File: src/prr_pkg.sv
// Shared types, constants and helper functions for the permutation rank/unrank block.
// No dependencies; every other file in src imports this package.

package prr_pkg;

    localparam int MAX_PIECES = 7;
    localparam int PIECE_BITS = 3;
    localparam int VALUE_BITS = 3;
    localparam int COUNT_W    = 3;
    localparam int RANK_W     = 13;
    localparam int PERM_W     = MAX_PIECES * PIECE_BITS;
    localparam int SEEN_W     = 1 << VALUE_BITS;

    typedef enum logic
    {
        OP_RANK   = 1'b0,
        OP_UNRANK = 1'b1
    } op_t;

    typedef logic [VALUE_BITS-1:0] piece_t;

    // piece[k] is the digit of weight k!, i.e. the piece at position count-1-k
    typedef struct packed
    {
        logic [COUNT_W-1:0]          count;
        piece_t [MAX_PIECES-1:0]     piece;
        logic [RANK_W-1:0]           rank;
    } req_t;

    typedef struct packed
    {
        piece_t            digit;
        logic [RANK_W-1:0] rem;
    } fdig_t;

    function automatic logic [RANK_W-1:0] fact(input int k);
        logic [RANK_W-1:0] f;
        unique case (k)
            0:       f = RANK_W'(1);
            1:       f = RANK_W'(1);
            2:       f = RANK_W'(2);
            3:       f = RANK_W'(6);
            4:       f = RANK_W'(24);
            5:       f = RANK_W'(120);
            6:       f = RANK_W'(720);
            7:       f = RANK_W'(5040);
            default: f = '0;
        endcase
        return f;
    endfunction

    // One factorial digit by parallel compares against the multiples of k!
    function automatic fdig_t split_digit(input logic [RANK_W-1:0] r, input int k);
        fdig_t             res;
        logic [RANK_W-1:0] sub;
        res.digit = '0;
        sub       = '0;
        for (int m = 1; m <= k; m++)
        begin
            if (r >= RANK_W'(m * int'(fact(k))))
            begin
                res.digit = VALUE_BITS'(m);
                sub       = RANK_W'(m * int'(fact(k)));
            end
        end
        res.rem = r - sub;
        return res;
    endfunction

endpackage

File: src/permutation_rank_unrank.sv
// Top level of the permutation rank/unrank converter.
// Depends on prr_pkg, prr_rank_path and prr_unrank_path.
//
// Usage:
//   A command is transferred at a rising edge with start high and busy low.
//   busy is never raised: a new command may be given in every cycle.
//   operation selects ranking (perm_in -> rank_out) or unranking
//   (rank_in -> perm_out); piece_count gives the number of 3-bit pieces,
//   piece 0 in the most significant used digit of perm_in / perm_out.
//   Each result shows for one cycle with done high and is transferred
//   while done is high; the command on its way passes through one input
//   register, four pipeline stages, one output register. Throughput is one
//   conversion per cycle; the depth is set by the unrank path (range check
//   with the top digit, two more digit-split stages, fix-up and packing).
//   Fields not produced by the chosen operation read zero. A rank not below
//   piece_count! sets rank_invalid with perm_out and rank_out zero.
//   The receiver cannot stall: every result is transferred in its cycle.
//   Reset clears all valid bits and done; results in flight are dropped.

module permutation_rank_unrank
    import prr_pkg::*;
(
    input  logic              clk,
    input  logic              rst_n,
    input  logic              start,
    output logic              busy,
    input  logic              operation,
    input  logic [COUNT_W-1:0] piece_count,
    input  logic [PERM_W-1:0] perm_in,
    input  logic [RANK_W-1:0] rank_in,
    output logic              done,
    output logic [PERM_W-1:0] perm_out,
    output logic [RANK_W-1:0] rank_out,
    output logic              rank_invalid
);

    logic               s0_valid_reg;
    logic               s0_valid_next;
    op_t                s0_op_reg;
    req_t               s0_req_reg;
    req_t               s0_req_next;
    logic [COUNT_W-1:0] count_sat;

    logic               rank_valid;
    logic [RANK_W-1:0]  rank_res;
    logic               unrank_valid;
    logic               unrank_inv;
    logic [PERM_W-1:0]  perm_res;

    logic               done_reg;
    logic               done_next;
    logic [PERM_W-1:0]  perm_out_reg;
    logic [PERM_W-1:0]  perm_out_next;
    logic [RANK_W-1:0]  rank_out_reg;
    logic [RANK_W-1:0]  rank_out_next;
    logic               inv_reg;
    logic               inv_next;

    assign busy          = 1'b0;
    assign s0_valid_next = start && !busy;

    always_comb
    begin
        if (piece_count > COUNT_W'(MAX_PIECES))
            count_sat = COUNT_W'(MAX_PIECES);
        else
            count_sat = piece_count;
        s0_req_next.count = count_sat;
        s0_req_next.rank  = rank_in;
        for (int k = 0; k < MAX_PIECES; k++)
        begin
            if (k < int'(count_sat))
                s0_req_next.piece[k] = perm_in[k*PIECE_BITS +: VALUE_BITS];
            else
                s0_req_next.piece[k] = '0;
        end
    end

    always_ff @(posedge clk or negedge rst_n)
    begin
        if (!rst_n)
        begin
            s0_valid_reg <= 1'b0;
            done_reg     <= 1'b0;
        end
        else
        begin
            s0_valid_reg <= s0_valid_next;
            done_reg     <= done_next;
        end
    end

    always_ff @(posedge clk)
    begin
        s0_op_reg    <= op_t'(operation);
        s0_req_reg   <= s0_req_next;
        perm_out_reg <= perm_out_next;
        rank_out_reg <= rank_out_next;
        inv_reg      <= inv_next;
    end

    prr_rank_path u_rank
    (
        .clk       (clk),
        .rst_n     (rst_n),
        .valid_in  (s0_valid_reg && s0_op_reg == OP_RANK),
        .req       (s0_req_reg),
        .valid_out (rank_valid),
        .rank      (rank_res)
    );

    prr_unrank_path u_unrank
    (
        .clk       (clk),
        .rst_n     (rst_n),
        .valid_in  (s0_valid_reg && s0_op_reg == OP_UNRANK),
        .req       (s0_req_reg),
        .valid_out (unrank_valid),
        .invalid   (unrank_inv),
        .perm      (perm_res)
    );

    // unused fields and idle cycles read zero
    assign done_next     = rank_valid || unrank_valid;
    assign rank_out_next = rank_valid ? rank_res : '0;
    assign perm_out_next = unrank_valid ? perm_res : '0;
    assign inv_next      = unrank_valid && unrank_inv;

    assign done         = done_reg;
    assign perm_out     = perm_out_reg;
    assign rank_out     = rank_out_reg;
    assign rank_invalid = inv_reg;

endmodule

File: src/prr_rank_path.sv
// Ranking pipeline: Lehmer digits, factorial-weighted sum, two delay stages.
// Depends on prr_pkg.

module prr_rank_path
    import prr_pkg::*;
(
    input  logic              clk,
    input  logic              rst_n,
    input  logic              valid_in,
    input  req_t              req,
    output logic              valid_out,
    output logic [RANK_W-1:0] rank
);

    logic [3:0]              valid_reg;
    logic [3:0]              valid_next;
    piece_t [MAX_PIECES-1:0] a_digit_reg;
    piece_t [MAX_PIECES-1:0] a_digit_next;
    logic [RANK_W-1:0]       b_sum_reg;
    logic [RANK_W-1:0]       b_sum_next;
    logic [RANK_W-1:0]       c_sum_reg;
    logic [RANK_W-1:0]       d_sum_reg;

    assign valid_next = {valid_reg[2:0], valid_in};

    // digit = value minus number of distinct smaller values at earlier positions
    always_comb
    begin
        logic [SEEN_W-1:0]  seen;
        logic [VALUE_BITS:0] cnt;
        for (int k = 0; k < MAX_PIECES; k++)
        begin
            seen = '0;
            for (int m = k + 1; m < MAX_PIECES; m++)
            begin
                if (m < int'(req.count))
                    seen[req.piece[m]] = 1'b1;
            end
            cnt = '0;
            for (int b = 0; b < SEEN_W; b++)
            begin
                if (b < int'(req.piece[k]) && seen[b])
                    cnt = cnt + 1'b1;
            end
            a_digit_next[k] = req.piece[k] - VALUE_BITS'(cnt);
        end
    end

    always_comb
    begin
        b_sum_next = '0;
        for (int k = 0; k < MAX_PIECES; k++)
            b_sum_next = b_sum_next + RANK_W'(a_digit_reg[k] * fact(k));
    end

    always_ff @(posedge clk or negedge rst_n)
    begin
        if (!rst_n)
            valid_reg <= '0;
        else
            valid_reg <= valid_next;
    end

    always_ff @(posedge clk)
    begin
        a_digit_reg <= a_digit_next;
        b_sum_reg   <= b_sum_next;
        c_sum_reg   <= b_sum_reg;
        d_sum_reg   <= c_sum_reg;
    end

    assign valid_out = valid_reg[3];
    assign rank      = d_sum_reg;

endmodule

File: src/prr_unrank_path.sv
// Unranking pipeline: range check, factorial digit split over three stages,
// increment fix-up and packing. Depends on prr_pkg.

module prr_unrank_path
    import prr_pkg::*;
(
    input  logic              clk,
    input  logic              rst_n,
    input  logic              valid_in,
    input  req_t              req,
    output logic              valid_out,
    output logic              invalid,
    output logic [PERM_W-1:0] perm
);

    localparam int TOP_K = MAX_PIECES - 1;

    logic [3:0]              valid_reg;
    logic [3:0]              valid_next;
    logic [COUNT_W-1:0]      a_count_reg, b_count_reg, c_count_reg;
    logic                    a_inv_reg, b_inv_reg, c_inv_reg, d_inv_reg;
    logic                    a_inv_next;
    logic [RANK_W-1:0]       a_rem_reg, b_rem_reg;
    logic [RANK_W-1:0]       a_rem_next, b_rem_next;
    piece_t [MAX_PIECES-1:0] a_dig_reg, b_dig_reg, c_dig_reg;
    piece_t [MAX_PIECES-1:0] a_dig_next, b_dig_next, c_dig_next;
    logic [PERM_W-1:0]       d_perm_reg;
    logic [PERM_W-1:0]       d_perm_next;

    assign valid_next = {valid_reg[2:0], valid_in};

    // stage A: range check and top digit
    always_comb
    begin
        fdig_t fd;
        a_inv_next = req.rank >= fact(int'(req.count));
        fd         = split_digit(req.rank, TOP_K);
        a_dig_next = '0;
        a_dig_next[TOP_K] = fd.digit;
        a_rem_next = fd.rem;
    end

    // stage B: next two digits
    always_comb
    begin
        fdig_t             fd;
        logic [RANK_W-1:0] r;
        b_dig_next = a_dig_reg;
        r          = a_rem_reg;
        for (int k = TOP_K - 1; k >= TOP_K - 2 && k >= 1; k--)
        begin
            fd            = split_digit(r, k);
            b_dig_next[k] = fd.digit;
            r             = fd.rem;
        end
        b_rem_next = r;
    end

    // stage C: remaining digits, weight 0! digit is always zero
    always_comb
    begin
        fdig_t             fd;
        logic [RANK_W-1:0] r;
        c_dig_next = b_dig_reg;
        r          = b_rem_reg;
        for (int k = TOP_K - 3; k >= 1; k--)
        begin
            fd            = split_digit(r, k);
            c_dig_next[k] = fd.digit;
            r             = fd.rem;
        end
    end

    // stage D: raise each digit once per earlier digit not above it, then pack
    always_comb
    begin
        piece_t v;
        d_perm_next = '0;
        for (int k = 0; k < MAX_PIECES; k++)
        begin
            v = c_dig_reg[k];
            for (int m = k + 1; m < MAX_PIECES; m++)
            begin
                if (m < int'(c_count_reg) && c_dig_reg[m] <= v)
                    v = v + 1'b1;
            end
            if (k < int'(c_count_reg) && !c_inv_reg)
                d_perm_next[k*PIECE_BITS +: PIECE_BITS] = PIECE_BITS'(v);
        end
    end

    always_ff @(posedge clk or negedge rst_n)
    begin
        if (!rst_n)
            valid_reg <= '0;
        else
            valid_reg <= valid_next;
    end

    always_ff @(posedge clk)
    begin
        a_count_reg <= req.count;
        a_inv_reg   <= a_inv_next;
        a_rem_reg   <= a_rem_next;
        a_dig_reg   <= a_dig_next;
        b_count_reg <= a_count_reg;
        b_inv_reg   <= a_inv_reg;
        b_rem_reg   <= b_rem_next;
        b_dig_reg   <= b_dig_next;
        c_count_reg <= b_count_reg;
        c_inv_reg   <= b_inv_reg;
        c_dig_reg   <= c_dig_next;
        d_inv_reg   <= c_inv_reg;
        d_perm_reg  <= d_perm_next;
    end

    assign valid_out = valid_reg[3];
    assign invalid   = d_inv_reg;
    assign perm      = d_perm_reg;

endmodule

File: config.mk
export PLATFORM = sky130hd
export DESIGN_NAME = permutation_rank_unrank
export DESIGN_NICKNAME = d
export VERILOG_FILES = /design/src/prr_pkg.sv /design/src/permutation_rank_unrank.sv /design/src/prr_rank_path.sv /design/src/prr_unrank_path.sv
export SDC_FILE = /design/constraint.sdc
export NUM_CORES = 1
export LEC_CHECK = 0
export ABC_CLOCK_PERIOD_IN_PS = 8500
export BUFFER_PORTS_ARGS = -buffer_cell sky130_fd_sc_hd__buf_4
export CAP_MARGIN = 30
export CORE_MARGIN = 5
export CORE_UTILIZATION = 45
export CTS_BUF_LIST = sky130_fd_sc_hd__clkbuf_4
export DETAILED_ROUTE_END_ITERATION = 10
export GPL_ROUTABILITY_DRIVEN = 0
export SYNTH_ARGS = -nofsm -noshare
export SYNTH_HDL_FRONTEND = slang
export SYNTH_SLANG_ARGS = --single-unit
File: constraint.sdc
create_clock -name clk -period 8.5 [get_ports clk]
set_clock_uncertainty 0.05 [all_clocks]
set_input_delay 1.7 -clock clk [delete_from_list [all_inputs] [get_ports clk]]
set_output_delay 1.7 -clock clk [all_outputs]
set_load 0.005 [all_outputs]
# Word level (Yosys, flattened, before mapping)

Memories as Yosys holds them, arrays and structs flattened. A register that Yosys moved wholly into a read port is not among the register bits.
Cells that the tools add are included.

Register bits after elaboration: 231
Memory bits (read-only): 88
Memories kept: 1

$lt $le $gt $ge: 118
Bitwise gates (word level): 16
$add $sub $neg: 73
Muxes and demuxes: 140
Reductions and logical operators: 84
Multiply operators: 11

Memory list:

| name            | words | bits a word | read ports | clocked after Yosys merged registers in | write ports | RTL line      | source |
|---|---|---|---|---|---|---|---|
| (no name shown) | 8     | 11          | 1          | 1                                       | 0           | prr_pkg.sv:38 | `unique case (k)` |

Operators with widths:

| kind                  | number |
|---|---|
| $mux 13               | 18 |
| $mux 3                | 55 |
| $mux 7                | 22 |
| $add 3x1->3 const B   | 43 |
| $or 7x7->7            | 15 |
| $lt 3x3->1 const A    | 27 |
| $logic_and 1x1->1     | 79 |
| $le 3x3->1            | 18 |
| $lt 2x3->1 const A    | 18 |
| $add 13x13->13        | 4 |
| $mul 2x13->13 const A | 4 |
| $sub 13x13->13        | 4 |
| $lt 1x3->1 const A    | 17 |
| $ge 13x12->1 const B  | 3 |
| $ge 13x7->1 const B   | 3 |
| $ge 13x10->1 const B  | 2 |
| $ge 13x3->1 const B   | 2 |
| $ge 13x5->1 const B   | 2 |
| $ge 13x9->1 const B   | 2 |
| $mul 3x13->13 const A | 2 |
| $mux 2                | 13 |
| $lt 3x4->1 const B    | 6 |
| $mux 1                | 21 |
| $demux 1 s3           | 6 |
| other kinds (32)      | 56 |

# Depth between registers and ports, before layout

Depth in word-level cells: 30
Mapped depth: 36
Depth with buffers taken out: 36

# Cells and area by module

From an unflattened synthesis, not the netlist that was laid out.

Cell total of the unflattened synthesis: 1487
Area total of the unflattened synthesis: 14078.5 um2

By module, submodules not included:

| module                  | cells each | instances | area an instance (um2) |
|---|---|---|---|
| prr_unrank_path         | 723        | 1         | 6389.9 |
| prr_rank_path           | 616        | 1         | 5728.0 |
| permutation_rank_unrank | 148        | 1         | 1960.6 |

# Worst setup path before layout

No wires, ideal clock.

Path kind: flip-flop to flip-flop
From: register u_unrank.c_count_reg[2]
To: register u_unrank.d_perm_reg[2], in the netlist u_unrank.perm[2]
Arrival time: 5.932 ns
Library setup time: 0.111 ns
Stages on the path, launching flop included: 37
Required time: 8.339 ns
Path slack: 2.407 ns
Cell sequence: dfxtp_1 -> clkbuf_1 -> o21ai_0 -> inv_1 -> ha_1 -> o21ai_0 -> inv_1 -> ha_1 -> inv_1 -> ha_1 -> nor2b_1 -> o21ai_0 -> nand2_1 -> mux2i_1 -> inv_1 -> ha_1 -> nor2b_1 -> o21ai_0 -> a32oi_1 -> nor2_1 -> mux2_2 -> inv_1 -> ha_1 -> a21o_1 -> a21oi_1 -> a31oi_1 -> nor2_1 -> mux2_2 -> inv_1 -> ha_1 -> a21o_1 -> a21oi_1 -> a31oi_1 -> nor2_1 -> nand2_1 -> xor3_1 -> nor2_1

Word-level cells in the longest chain between the ends: 18
Elaborated cells between the ends (all ways): 30

RTL lines:

| what                   | RTL line               | source |
|---|---|---|
| from (decl)            | prr_unrank_path.sv:20  | `logic [COUNT_W-1:0] a_count_reg, b_count_reg, c_count_reg;` |
| from (signal assigned) | prr_unrank_path.sv:110 | `c_count_reg <= b_count_reg;` |
| $lt 1x3->1             | prr_unrank_path.sv:84  | `if (m < int'(c_count_reg) && c_dig_reg[m] <= v)` |
| $logic_and 1x1->1      | prr_unrank_path.sv:84  |  |
| $mux 1                 | prr_unrank_path.sv:84  |  |
| $le 3x1->1             | prr_unrank_path.sv:84  |  |
| $logic_and 1x1->1      | prr_unrank_path.sv:84  |  |
| $mux 3                 | prr_unrank_path.sv:84  |  |
| $le 3x3->1             | prr_unrank_path.sv:84  |  |
| $logic_and 1x1->1      | prr_unrank_path.sv:84  |  |
| (+2 left out)          | -                      |  |
| $logic_and 1x1->1      | prr_unrank_path.sv:84  |  |
| $mux 3                 | prr_unrank_path.sv:84  |  |
| $le 3x3->1             | prr_unrank_path.sv:84  |  |
| $logic_and 1x1->1      | prr_unrank_path.sv:84  |  |
| $mux 3                 | prr_unrank_path.sv:84  |  |
| $le 3x3->1             | prr_unrank_path.sv:84  |  |
| $logic_and 1x1->1      | prr_unrank_path.sv:84  |  |
| $mux 3                 | prr_unrank_path.sv:84  |  |
| to (signal assigned)   | prr_unrank_path.sv:114 | `d_perm_reg <= d_perm_next;` |
| to (decl)              | prr_unrank_path.sv:27  | `logic [PERM_W-1:0] d_perm_reg;` |

Parallel ways exist; a longest one is shown, timed or not.
A chain may end at the register's enable or synchronous reset.

# Final worst setup path

Ends and elaborated chain as after synthesis.

==> metrics.cfg <==
[status]
outcome = finished clean

[logic_synthesis]
synth_warnings = 0
ys.flop_type = dfxtp_1
post-synth-top-area-cell = dfxtp_1
syn_inst = 1441
synth_seq_cells = 237
syn_area_per_cell_um2 = 9.51
yosys-top-cells-area = dfxtp_1, ha_1, xnor2_1
syn_nets = 1703
synth_edf_count = 0
synth_seq_area_share = 0.350
syn-cell-area_um2 = 13700
ys_types = 78
yosysTopAreaCellShare = 0.331
synthArstFlopShare = 0.0422

[grt]
antenna_found_initial = 1
overflow = 0
grt_usage = 0.161
grt_pass1_wl_um = 46200
grt_pass1_vias = 10100
grt_max_degree = 24

[cells_and_area]
utilization = 0.505
largest_reg_flops = 37
final_cell_mix = dfxtp_1, ha_1, inv_1
nNetsFinal = 1814
drive_gt1_frac = 0.138
final_common_cell = dfxtp_1
stdcell_count = 1980
areaGrowthSynthToFinish_pct = 11.8
final_cell_area_um2 = 15300

[placed_design]
dp.cells = 1886
placed_area_um2 = 14700
hpwl_um = 20800
port_buffers = 76
dp_slack_ns = 1.85

[job]
drv_cap = 0

[detailed_routing]
routed_via_density = 5.01
wl_per_cell_um = 13.4
drt_iter0_markers = 323
vias = 9918
routed_wl_um = 26500
drtAntennaViolNets = 0
dr.pass1.iters = 4
drcViolationCount = 0

[sta]
worst_pin_slew_ns = 0.950
finalWorstSetupSlack_ns = 1.82
finalCritPeriodShare = 0.786
min_period_ns = 6.68
slew_headroom = 0.351
finalHoldViolations = 0
rsz0062_at_grt = false
final.setup.tns_ns = 0
maxSlewViolCount = 0
max_freq_mhz = 150
setup_viol = 0

[clocking]
cts.sinks = 237
cts_htree_levels = 2
clk_latency_ns = 0.68
cts_tree = built
cts.clk_slew.worst_paths_ns = 0.06
cts-root-buf = clkbuf_4
post_cts_buffers = 0
cts_buffer_depth = 3
cts_resized = 0
cts_buffers = 60
cts_hold_buf = 0

[die]
coreArea_um2 = 30300
die_y_um = 185
start_util = 0.452
fp-row-count = 64
top_level_ports = 78
die_area_um2 = 34100
die_w_um = 185

[power]
power-per-cell-area_nw_per_um2 = 214
max-vdd-ir-drop_v = 0.0000910
leakagePower_nw = 7.25

[setup_path]
start_kind = register
crit_slowest_cell = dfxtp_1
worstPathMaxFanout = 14
endpoint_kind = register
critPathKind = reg2reg
worstPathRequired_ns = 9.02
max_stage_delay_ns = 0.60
cp_data_arrival_time_ns = 7.20

[worst_hold_path]
min_path_type = reg2reg

where the power goes:
group	switching (mW)	internal, mW
logic	0.539	0.477
clock network	0.417	0.436
registers	0.113	1.30
total	1.07	2.22
critical path, delay by kind of cell (launching register included):
| kind | cells | cell delay (ns) |
|---|---|---|
| DFF | 1 | 0.60 |
| adders and majority gates | 6 | 1.42 |
| and+or+nand+nor | 8 | 1.19 |
| AOI/OAI and AO/OA | 11 | 1.54 |
| muxes | 3 | 1.09 |
| buffers and inverters | 6 | 0.49 |
| xor gates and xnor gates | 1 | 0.19 |
metrics by stage:
| step | hold WS, ns | power [mW] |
|---|---|---|
| 3_3_place_gp | 0.260 | 2.44 |
| 3_5_place_dp | 0.262 | 2.47 |
| 4_1_cts | 0.261 | 3.36 |
| 5_1_grt | 0.266 | 3.60 |
| 6_report | 0.261 | 3.29 |
| 2_1_floorplan | 0.260 | 2.21 |
metal layers:
metal,GRT usage,up-vias,part of all wire
li1,-,5162,-
met1,0.211,4513,0.47
met2,0.270,193,0.46
met3,0.0322,50,0.046
met4,0.0461,0,0.022
met5,0,-,0
synthesized netlist by cell type, types with 5 or more instances:
| master | n |
|---|---|
| a211oi_1 | 5 |
| a21o_1 | 29 |
| a21oi_1 | 57 |
| a31oi_1 | 13 |
| a32oi_1 | 6 |
| and2_1 | 50 |
| and3_1 | 10 |
| clkbuf_1 | 20 |
| dfrtp_1 | 10 |
| dfxtp_1 | 227 |
| fa_1 | 26 |
| ha_1 | 195 |
| inv_1 | 139 |
| mux2_2 | 26 |
| mux2i_1 | 17 |
| nand2_1 | 91 |
| nand2b_1 | 15 |
| nand3_1 | 28 |
| nand3b_1 | 8 |
| nand4_1 | 7 |
| nor2_1 | 88 |
| nor2b_1 | 32 |
| nor3_1 | 47 |
| nor3b_1 | 5 |
| nor4_1 | 5 |
| o211a_1 | 5 |
| o21a_1 | 17 |
| o21ai_0 | 44 |
| o21bai_1 | 6 |
| or2_2 | 14 |
| or3_1 | 7 |
| xnor2_1 | 75 |
| xor2_1 | 42 |
kinds of logic after synthesis:
group,share of synthesized area
adders and majority gates,0.216
and+or+nand+nor,0.157
muxes,0.0349
DFF,0.350
xor gates and xnor gates,0.0847
AOI/OAI and AO/OA,0.111
other,0.000274
buffers and inverters,0.0475
final timing paths:
kind                                          from                 endpoint  slack [ns]  cells after the start
max in group asynchronous                    rst_n      u_rank.valid_reg[0]        7.47                      1
setup / recovery           u_unrank.c_count_reg[2]         u_unrank.perm[2]        1.82                     35
hold reg to reg            u_unrank.a_count_reg[0]  u_unrank.b_count_reg[0]        0.26                      0
setup reg to reg           u_unrank.c_count_reg[2]         u_unrank.perm[2]        1.82                     35
hold / removal             u_unrank.a_count_reg[0]  u_unrank.b_count_reg[0]        0.26                      0
min in group asynchronous                    rst_n    u_unrank.valid_reg[3]        0.78                      1
final cells by class:
| class | count | area, µm² |
|---|---|---|
| Clock buffer | 81 | 608 |
| Sequential cell | 237 | 4790 |
| Clock inverter | 12 | 61.3 |
| Multi-Input combinational cell | 1035 | 8270 |
| Inverter | 140 | 526 |
| Timing Repair Buffer | 78 | 582 |
| Antenna cell | 1 | 2.50 |
| Fill cell | 2842 | 15000 |
| Tap cell | 396 | 495 |
No activity file was read; power rests on OpenSTA's default activity.
